File: config.mk
export PLATFORM = sky130hd
export DESIGN_NAME = bounded_shift_vector
export DESIGN_NICKNAME = d
export VERILOG_FILES = /design/src/hw/rtl/bsv_pkg.sv /design/src/hw/rtl/bounded_shift_vector.sv /design/src/hw/rtl/bsv_cell.sv
export SDC_FILE = /design/constraint.sdc
export NUM_CORES = 1
export LEC_CHECK = 0
export BUFFER_PORTS_ARGS = -buffer_cell sky130_fd_sc_hd__buf_2
export CORE_MARGIN = 5
export CORE_UTILIZATION = 45
export CTS_CLUSTER_DIAMETER = 60
export DETAILED_ROUTE_END_ITERATION = 8
export SETUP_SLACK_MARGIN = 0.4
export SYNTH_ARGS = -nofsm -noshare
export SYNTH_HDL_FRONTEND = slang
export SYNTH_SLANG_ARGS = --single-unit
File: constraint.sdc
create_clock -name clk -period 12.8 [get_ports clk]
set_input_delay 0.64 -clock clk [delete_from_list [all_inputs] [get_ports clk]]
set_output_delay 0.64 -clock clk [all_outputs]
set_load 0.03 [all_outputs]
File: src/hw/rtl/bsv_pkg.sv
`default_nettype none
package bsv_pkg;

  localparam int DEPTH = 16;
  localparam int WIDTH = 32;
  localparam int IDX_W = $clog2(DEPTH);
  localparam int CNT_W = $clog2(DEPTH + 1);
  localparam int CFG_W = 5;
  localparam int OP_W  = 3;

  localparam logic [CFG_W-1:0] LIMIT_RESET = CFG_W'(16);
  localparam logic [CNT_W-1:0] DEPTH_CNT   = CNT_W'(DEPTH);

  localparam logic [OP_W-1:0] OP_PUSH  = 3'd0;
  localparam logic [OP_W-1:0] OP_INSERT = 3'd1;
  localparam logic [OP_W-1:0] OP_ERASE = 3'd2;
  localparam logic [OP_W-1:0] OP_POP   = 3'd3;
  localparam logic [OP_W-1:0] OP_READ  = 3'd4;
  localparam logic [OP_W-1:0] OP_CLEAR = 3'd5;

  // Broadcast to every cell of the row in the cycle a request is taken
  typedef struct packed {
    logic             ins_en;
    logic             push_en;
    logic             era_en;
    logic [IDX_W-1:0] idx;
    logic [CNT_W-1:0] count;
    logic [WIDTH-1:0] word;
  } cell_ctrl_t;

endpackage
`default_nettype wire

File: src/hw/rtl/bounded_shift_vector.sv
// The result of an accepted request is registered and shows on the out_ side in the cycle after it is taken.
// Throughput: one request per cycle; each cell of the row loads, shifts or
// holds its word in the same cycle, so insert and erase move the whole row at once.
// A result waiting in the output register blocks a new request only while
// out_tready is low.
// Reset (rst_n low, synchronous): count 0, capacity limit 16, no result pending.
`default_nettype none
module bounded_shift_vector
  import bsv_pkg::*;
(
  input  wire logic        clk,
  input  wire logic        rst_n,
  input  wire logic        cfg_valid,
  output logic             cfg_ready,
  input  wire logic [4:0]  cfg_data,   // capacity_limit
  input  wire logic        in_tvalid,
  output logic             in_tready,
  input  wire logic [39:0] in_tdata,   // index[3:0], value[35:4], zero pad
  input  wire logic [2:0]  in_tuser,   // opcode
  output logic             out_tvalid,
  input  wire logic        out_tready,
  output logic [39:0]      out_tdata   // ok, read_value, count, full_res, empty_res
);

  logic [CFG_W-1:0] limit_r;
  logic [CNT_W-1:0] count_r;
  logic [CNT_W-1:0] count_nxt;
  logic             out_valid_r;
  logic [39:0]      out_data_r;
  logic [39:0]      out_data_nxt;

  logic [OP_W-1:0]  op;
  logic [IDX_W-1:0] idx;
  logic [WIDTH-1:0] word;
  logic [CNT_W-1:0] idx_ext;
  logic [CNT_W-1:0] limit_eff;
  logic             take;
  logic             has_room;
  logic             in_range;
  logic             ok;
  logic [WIDTH-1:0] rd;
  cell_ctrl_t       ctrl;
  logic [WIDTH-1:0] cell_q [DEPTH];

  assign op      = in_tuser;
  assign idx     = in_tdata[IDX_W-1:0];
  assign word    = in_tdata[IDX_W +: WIDTH];
  assign idx_ext = CNT_W'(idx);

  assign limit_eff = (CNT_W'(limit_r) > DEPTH_CNT) ? DEPTH_CNT : CNT_W'(limit_r);
  assign has_room  = count_r < limit_eff;
  assign in_range  = idx_ext < count_r;

  assign in_tready = !out_valid_r || out_tready;
  assign take      = in_tvalid && in_tready;
  assign cfg_ready = 1'b1;

  always_comb begin
    ok        = 1'b0;
    count_nxt = count_r;
    rd        = '0;
    unique case (op)
      OP_PUSH: begin
        if (has_room) begin
          ok        = 1'b1;
          count_nxt = count_r + CNT_W'(1);
        end
      end
      OP_INSERT: begin
        if (has_room && idx_ext <= count_r) begin
          ok        = 1'b1;
          count_nxt = count_r + CNT_W'(1);
        end
      end
      OP_ERASE: begin
        if (in_range) begin
          ok        = 1'b1;
          count_nxt = count_r - CNT_W'(1);
        end
      end
      OP_POP: begin
        if (count_r != '0) begin
          ok        = 1'b1;
          count_nxt = count_r - CNT_W'(1);
        end
      end
      OP_READ: begin
        if (in_range) begin
          ok = 1'b1;
          rd = cell_q[idx];
        end
      end
      OP_CLEAR: begin
        ok        = 1'b1;
        count_nxt = '0;
      end
      default: begin
        ok = 1'b0;
      end
    endcase
  end

  always_comb begin
    ctrl.ins_en  = take && ok && op == OP_INSERT;
    ctrl.push_en = take && ok && op == OP_PUSH;
    ctrl.era_en  = take && ok && op == OP_ERASE;
    ctrl.idx     = idx;
    ctrl.count   = count_r;
    ctrl.word    = word;
  end

  genvar g;
  generate
    for (g = 0; g < DEPTH; g++) begin : g_cell
      logic [WIDTH-1:0] lower_q;
      logic [WIDTH-1:0] upper_q;
      if (g == 0) begin : g_first
        assign lower_q = word;
      end else begin : g_mid_lo
        assign lower_q = cell_q[g-1];
      end
      if (g == DEPTH - 1) begin : g_last
        assign upper_q = '0;
      end else begin : g_mid_hi
        assign upper_q = cell_q[g+1];
      end
      bsv_cell u_cell (
        .clk     (clk),
        .pos     (IDX_W'(g)),
        .ctrl    (ctrl),
        .lower_q (lower_q),
        .upper_q (upper_q),
        .data_q  (cell_q[g])
      );
    end
  endgenerate

  assign out_data_nxt = {(count_nxt == '0), (count_nxt >= limit_eff), count_nxt, rd, ok};

  always_ff @(posedge clk) begin
    if (!rst_n) begin
      limit_r     <= LIMIT_RESET;
      count_r     <= '0;
      out_valid_r <= 1'b0;
    end else begin
      if (cfg_valid && cfg_ready) begin
        limit_r <= cfg_data;
      end
      if (take) begin
        count_r     <= count_nxt;
        out_valid_r <= 1'b1;
      end else if (out_tready) begin
        out_valid_r <= 1'b0;
      end
    end
  end

  // hold the result until it is taken
  always_ff @(posedge clk) begin
    if (take) begin
      out_data_r <= out_data_nxt;
    end
  end

  assign out_tvalid = out_valid_r;
  assign out_tdata  = out_data_r;

endmodule
`default_nettype wire

File: src/hw/rtl/bsv_cell.sv
`default_nettype none
module bsv_cell
  import bsv_pkg::*;
(
  input  wire logic             clk,
  input  wire logic [IDX_W-1:0] pos,
  input  wire cell_ctrl_t       ctrl,
  input  wire logic [WIDTH-1:0] lower_q,
  input  wire logic [WIDTH-1:0] upper_q,
  output logic      [WIDTH-1:0] data_q
);

  logic [WIDTH-1:0] data_r;
  logic [WIDTH-1:0] data_nxt;
  logic [CNT_W-1:0] pos_ext;
  logic [CNT_W-1:0] idx_ext;
  logic             take_word;
  logic             take_lower;
  logic             take_upper;

  assign pos_ext = CNT_W'(pos);
  assign idx_ext = CNT_W'(ctrl.idx);

  assign take_word  = (ctrl.ins_en && pos_ext == idx_ext) ||
                      (ctrl.push_en && pos_ext == ctrl.count);
  // insert opens a gap at idx: entries from idx up to the old end move up
  assign take_lower = ctrl.ins_en && pos_ext > idx_ext && pos_ext <= ctrl.count;
  // erase closes the gap: entries above idx move down
  assign take_upper = ctrl.era_en && pos_ext >= idx_ext &&
                      (pos_ext + CNT_W'(1)) < ctrl.count;

  always_comb begin
    priority if (take_word) begin
      data_nxt = ctrl.word;
    end else if (take_lower) begin
      data_nxt = lower_q;
    end else if (take_upper) begin
      data_nxt = upper_q;
    end else begin
      data_nxt = data_r;
    end
  end

  always_ff @(posedge clk) begin
    data_r <= data_nxt;
  end

  assign data_q = data_r;

endmodule
`default_nettype wire

# ---- Word-level counts from Yosys, hierarchy flattened
# Cells that the tools add are included.
dict set report op_classes {
  bitwise_logic 1
  add_sub_neg 2
  magnitude_cmp 70
  reduce_logical 144
  muxes 64
  eq_ne 35
}
# operator count
set op_table {}
lappend op_table {{two-way mux 32 bit} 50}
lappend op_table {{binary-select mux 32 bit (select 4 bit)} 1}
lappend op_table {{logical AND 1 bit} 102}
lappend op_table {{nonzero test 3 bit} 16}
lappend op_table {{== test 4 x 5 -> 1 bit (first input constant)} 8}
lappend op_table {{less-or-equal comparator 4 x 5 -> 1 bit (first input constant)} 8}
lappend op_table {{less-than comparator 4 x 5 -> 1 bit (first input constant)} 8}
lappend op_table {{== test 4 bit (first input constant)} 8}
lappend op_table {{greater-or-equal comparator 4 bit (first input constant)} 8}
lappend op_table {{greater-than comparator 4 bit (first input constant)} 8}
lappend op_table {{two-way mux 5 bit} 5}
lappend op_table {{case mux 5 bit (5 select lines)} 1}
lappend op_table {{== test 3 x 5 -> 1 bit (first input constant)} 4}
lappend op_table {{less-or-equal comparator 3 x 5 -> 1 bit (first input constant)} 4}
lappend op_table {{less-than comparator 3 x 5 -> 1 bit (first input constant)} 4}
lappend op_table {{logical OR 1 bit} 17}
lappend op_table {{== test 3 x 4 -> 1 bit (first input constant)} 4}
lappend op_table {{greater-or-equal comparator 3 x 4 -> 1 bit (first input constant)} 4}
lappend op_table {{greater-than comparator 3 x 4 -> 1 bit (first input constant)} 4}
lappend op_table {{logical NOT 5 bit} 3}
lappend op_table {{== test 2 x 5 -> 1 bit (first input constant)} 2}
lappend op_table {{less-or-equal comparator 1 x 5 -> 1 bit (first input constant)} 2}
lappend op_table {{less-or-equal comparator 2 x 5 -> 1 bit (first input constant)} 2}
lappend op_table {{less-than comparator 2 x 5 -> 1 bit (first input constant)} 2}
lappend op_table {{29 further kinds} 41}
dict set report totals {
  input_bits 53
  reg_bits 563
  elab_cells 337
}

# ---- Longest topological paths before layout
dict set report logic_depth {
  ltp_word 13
  depth_mapped 16
}

# ---- By module
# A second synthesis with hierarchy kept.
dict set report hier_totals {
  hier_cells 3828
  hier_area_um2 39181.3
}
# module seq_area_each_um2 n_inst cells_per_inst area_per_inst_um2
set modules_own_cells {}
lappend modules_own_cells {{bsv_cell (g_cell[0].u_cell ...)} 960.9 6 222 2054.5}
lappend modules_own_cells {{bsv_cell (g_cell[4].u_cell ...)} 960.9 6 186 2030.7}
lappend modules_own_cells {{bsv_cell (g_cell[15].u_cell ...)} 960.9 4 222 2053.2}
lappend modules_own_cells {bounded_shift_vector 1421.4 1 492 6457.4}

# ---- Worst setup path before layout
# OpenSTA, ideal clock, no wires.
dict set report synth_path {
  path_kind {input port to flip-flop}
  startpoint {input port out_tready}
  endpoint {register g_cell[0].u_cell.data_r[0], enable pin}
  path_slack_ps 6680
  n_path_buf 0
  setup_ps 511
  t_arrival_ps 5610
  t_required_ps 12289
  stages 6
  path_cell_list {nand2b_1 -> nand2_1 -> clkinv_1 -> nand2_1 -> or3_1 -> o41ai_1}
}
dict set report synth_between {
  elab_chain_len 7
  word_cells_on_any_way 14
  classes_between {14 x reduce/logical}
}
# item line_no
set synth_lines {}
lappend synth_lines {{from (decl)} bounded_shift_vector.sv:21} ;# input wire logic out_tready,
lappend synth_lines {{logical OR 1 bit (*)} bounded_shift_vector.sv:54} ;# assign in_tready = !out_valid_r || out_tready;
lappend synth_lines {{logical AND 1 bit (*)} bounded_shift_vector.sv:55} ;# assign take = in_tvalid && in_tready;
lappend synth_lines {{named net take} bounded_shift_vector.sv:37} ;# logic take;
lappend synth_lines {{logical AND 1 bit (*)} {bounded_shift_vector.sv:104, bounded_shift_vector.sv:105, bounded_shift_vector.sv:106}}
lappend synth_lines {{logical AND 1 bit (on tied branches)} {bounded_shift_vector.sv:106, bounded_shift_vector.sv:104, bounded_shift_vector.sv:105}}
lappend synth_lines {{logical AND 1 bit (on tied branches)} n/a}
lappend synth_lines {{logical AND 1 bit (tied with other cells)} bsv_cell.sv:29} ;# assign take_upper = ctrl.era_en && pos_ext >= idx_ext &&
lappend synth_lines {{nonzero test 3 bit (no source line) (*)} n/a}
lappend synth_lines {{to (signal assigned)} bsv_cell.sv:45} ;# data_r <= data_nxt;
lappend synth_lines {{to (decl)} bsv_cell.sv:13} ;# logic [WIDTH-1:0] data_r;
# Mark *: on every way through the listed nets, which the timed path passes. The rest lies on a longest branch.
# A chain may end at the register's enable or synchronous reset.

# ---- Final worst setup path
dict set report layout_path {
  startpoint {register count_r[3]}
  endpoint {register g_cell[3].u_cell.data_r[16], enable pin}
}
dict set report layout_between {
  elab_chain_len 9
  word_cells_on_any_way 25
  classes_between {5 x order compare; 1 x eq/ne; 5 x mux; 14 x reduce/logical}
}
# item line_no
set layout_lines {}
lappend layout_lines {{from (decl)} bounded_shift_vector.sv:26} ;# logic [CNT_W-1:0] count_r;
lappend layout_lines {{from (signal assigned)} bounded_shift_vector.sv:150} ;# count_r <= count_nxt;
lappend layout_lines {{less-than comparator 5 bit / less-or-equal comparator 4 x 5 -> 1 bit (equally long branches)} {bounded_shift_vector.sv:51, bounded_shift_vector.sv:70}}
lappend layout_lines {{logical AND 1 bit} bounded_shift_vector.sv:70} ;# if (has_room && idx_ext <= count_r) begin
lappend layout_lines {{two-way mux 1 bit} bounded_shift_vector.sv:70}
lappend layout_lines {{case mux 1 bit (5 select lines)} bounded_shift_vector.sv:62} ;# unique case (op)
lappend layout_lines {{logical AND 1 bit} {bounded_shift_vector.sv:104, bounded_shift_vector.sv:105, bounded_shift_vector.sv:106}}
lappend layout_lines {{logical AND 1 bit (on tied branches)} {bounded_shift_vector.sv:106, bounded_shift_vector.sv:104, bounded_shift_vector.sv:105}}
lappend layout_lines {{logical AND 1 bit (on tied branches)} n/a}
lappend layout_lines {{logical AND 1 bit (tied with other cells)} bsv_cell.sv:29}
lappend layout_lines {{nonzero test 3 bit (no source line) (*)} n/a}
lappend layout_lines {{to (signal assigned)} bsv_cell.sv:45}
lappend layout_lines {{to (decl)} bsv_cell.sv:13}
# Mark *: on every way between the ends. The rest lies on a longest branch, timed or not.

==> impl_metrics.json <==
{
  "run_status": "finished, final reports clean",
  "fp.dieArea_mm2": 0.0777,
  "fill_cells": 6340,
  "insertion_delay_ns": 0.61,
  "synth_mux_area_frac": 0.217,
  "syn_avg_cell_area_um2": 11.4,
  "crit_top_cell": "buf_4",
  "power_frac_comb": 0.072,
  "finalMaxSlewViolations": 0,
  "multi_input_area_mm2": 0.0146,
  "synth.area.top_cells": "edfxtp_1, mux2i_1, mux4_2",
  "synth_nets": 2928,
  "vdd_ir_drop_max_v": 0.0000995,
  "seq_power_share": 0.473,
  "area_growth_pct": 10.1,
  "drt_iter0_drc": 3213,
  "ys_top_cells_by_count": "edfxtp_1, mux2i_1, nand2_1",
  "grt_use_total": 0.255,
  "antenna_found_initial": 2,
  "seq_area_mm2": 0.0168,
  "synth.largest_area_cell": "edfxtp_1",
  "worstSetupStartpointType": "register",
  "cts_inserted_buffers": 70,
  "yosysTopAreaCellShare": 0.510,
  "setup_tns_ns": 0,
  "rows": 98,
  "cts_setup_buffers": 0,
  "crit_buf_inv": 3,
  "clk_pin_slew_ns": 0.06,
  "relSlewSlack": 0.178,
  "ys_types": 69,
  "synth_edf_count": 552,
  "hold_viol": 0,
  "drtPass1Iterations": 8,
  "die_height_um": 279,
  "grt_pass1_vias": 23800,
  "ctsHtreeMaxLevel": 3,
  "arrival_ns": 5.45,
  "max_stage_delay_ns": 0.96,
  "intPower_w": 0.00331,
  "cts_hold_buf": 0,
  "reg2reg_depth": 10,
  "cts_resized": 0,
  "synth_compound_area_frac": 0.139,
  "hold_class": "primary input to register",
  "max_freq_mhz": 193,
  "stdcell_count": 3793,
  "drt_wl_total_mm": 103,
  "endpoint_kind": "register",
  "finClkSkew_ns": 0.0145,
  "yosys.area_share.simple": 0.0783,
  "vias_per_cell": 6.34,
  "root_buffer": "clkbuf_16",
  "yosys.cell_count.top_type": "edfxtp_1",
  "ys_seq_elements": 563,
  "fin_crit_sh": 0.405,
  "path_class": "register to register",
  "setup_viol": 0,
  "cts.sinks": 563,
  "p_per_area_mw_per_mm2": 121,
  "syn_area_mm2": 0.0325,
  "netSwitchingFraction": 0.236,
  "drc": 0,
  "holdPathStages": 3,
  "crit_family": "simple AND/OR/NAND/NOR gates",
  "cts_tree": "done",
  "switchingPower_w": 0.00102,
  "synth_top_family_by_area": "multiplexers",
  "port_buffers": 90,
  "gp_congestion": 0.819,
  "worstPathMaxFanout": 65,
  "route.vias.total": 24000,
  "ant_nets": 0,
  "grt-ovfl-total": 0,
  "stdcell_area_mm2": 0.0358,
  "coreArea_mm2": 0.0716,
  "pin_count": 96,
  "worstPathRequired_ns": 13.06,
  "rsz0062_at_grt": "false",
  "worstMarginPinSlew_ns": 1.23,
  "grt_max_degree": 69,
  "start_util": 0.454,
  "synth-seq-area-share": 0.517,
  "post_drt_wl_per_cell_um": 27.1,
  "clk_path_buf_depth": 3,
  "crit_chain": "inv_1 > ha_1 > a21oi_1 > a31o_2 > o211ai_2 > nor3_1 > a32o_2 > buf_4 > nand3b_1 > buf_4",
  "synth_async_sr_flop_share": 0,
  "place_area_mm2": 0.0335,
  "die_w_um": 279,
  "fin_nets": 2858,
  "clockPowerShare": 0.455,
  "synth-xor-area-share": 0.000269,
  "crit_cells": 10,
  "place_hpwl_mm": 55.5,
  "slowest_stage": "nand3b_1",
  "cap_violations": 0,
  "fin_crit_ns": 5.19,
  "dp_cells": 3666,
  "layout-drive-gt1-share": 0.164,
  "leakage_nw": 11.1,
  "synth_ff_type": "edfxtp_1",
  "grt_pass1_wl_mm": 153,
  "synthAdderAreaFrac": 0.00685,
  "yosysWarnings": 0,
  "synth_cells": 2858
}
==> area by class of cell <==
| cell class | instances | share of cell area |
|---|---|---|
| tap | 950 | 0.0332 |
| sequential | 563 | 0.469 |
| timing repair buffer | 153 | 0.0261 |
| multi-input combinational | 1985 | 0.407 |
| antenna | 1 | 0.0000699 |
| inverter | 15 | 0.00157 |
| clock inverter | 37 | 0.00975 |
| clock buffer | 89 | 0.0533 |
==> layer usage <==
metal / up-vias / wire length (um) / global-route usage
met1: 11900 / 41000 / 0.339
li1: 10700 / - / -
met4: 0 / 3060 / 0.0843
met2: 1284 / 49200 / 0.426
met5: - / 0 / 0
met3: 218 / 9330 / 0.0455
==> worst paths after layout <==
kind	startpoint	end	slack, ns
hold reg to reg	limit_r[3]	limit_r[3]	0.53
setup reg to reg	count_r[3]	g_cell[3].u_cell.data_q[16]	7.61
setup / recovery	count_r[3]	g_cell[3].u_cell.data_q[16]	7.61
hold / removal	cfg_data[4]	limit_r[4]	0.25
==> tightest hold or removal path: stages <==
cell and delay, ns:
buf_2 0.08, nand2_1 0.04, o211ai_1 0.07
==> flip-flops by register name (all words and copies together) (netlist names) <==
name and cells:
g_cell.u_cell.data_q 512, out_tdata 40, count_r 5, limit_r 5, out_tvalid 1
==> cell usage in the layout, fill, tap and decap left out, types with 8 or more instances in the layout <==
cell type / netlist / final
ha_1: 17 / 17
buf_4: 15 / 64
a221oi_1: 65 / 65
buf_2: 23 / 88
a21oi_1: 239 / 239
o21ai_1: 117 / 116
clkbuf_16: 0 / 74
mux4_2: 64 / 64
nor2_1: 250 / 246
clkinv_1: 2 / 19
a22o_1: 34 / 32
mux2_2: 96 / 96
edfxtp_1: 552 / 552
a21o_1: 9 / 9
nor2b_1: 9 / 9
o21ai_0: 185 / 185
a222oi_1: 32 / 32
dfxtp_1: 11 / 11
clkbuf_1: 186 / 15
and3_1: 9 / 8
and2_1: 10 / 10
nor3_1: 9 / 9
a31oi_1: 9 / 8
inv_1: 13 / 13
nand2b_1: 8 / 8
nand2_1: 291 / 285
mux2i_1: 452 / 452
==> through the flow <==
stage	hold slack, ns	setup WS [ns]	utilization	power [W]
global placement	0.513	7.37	0.468	0.00239
detailed placement	0.520	7.27	0.468	0.00240
global route	0.253	7.45	0.500	0.00448
floorplan	0.482	6.68	-	0.00230
CTS	0.230	7.76	0.500	0.00437
finish	0.255	7.61	0.500	0.00434
==> kinds of logic after synthesis <==
family | after synthesis
xor+xnor | 1
buf+inv | 310
flops | 563
simple gates | 617
compound gates | 736
other cells | 1
mux | 612
fa+ha+maj | 18
==> power by group through the flow <==
stage | Sequential, W | Combinational, W | Clock [W]
after floorplan | 0.00210 | 0.000196 | 0
after global placement | 0.00209 | 0.000304 | 0
after detailed placement | 0.00209 | 0.000308 | 0
after CTS | 0.00205 | 0.000310 | 0.00201
after global routing | 0.00205 | 0.000334 | 0.00209
final | 0.00205 | 0.000313 | 0.00197
(Power assumes the default switching activity.)
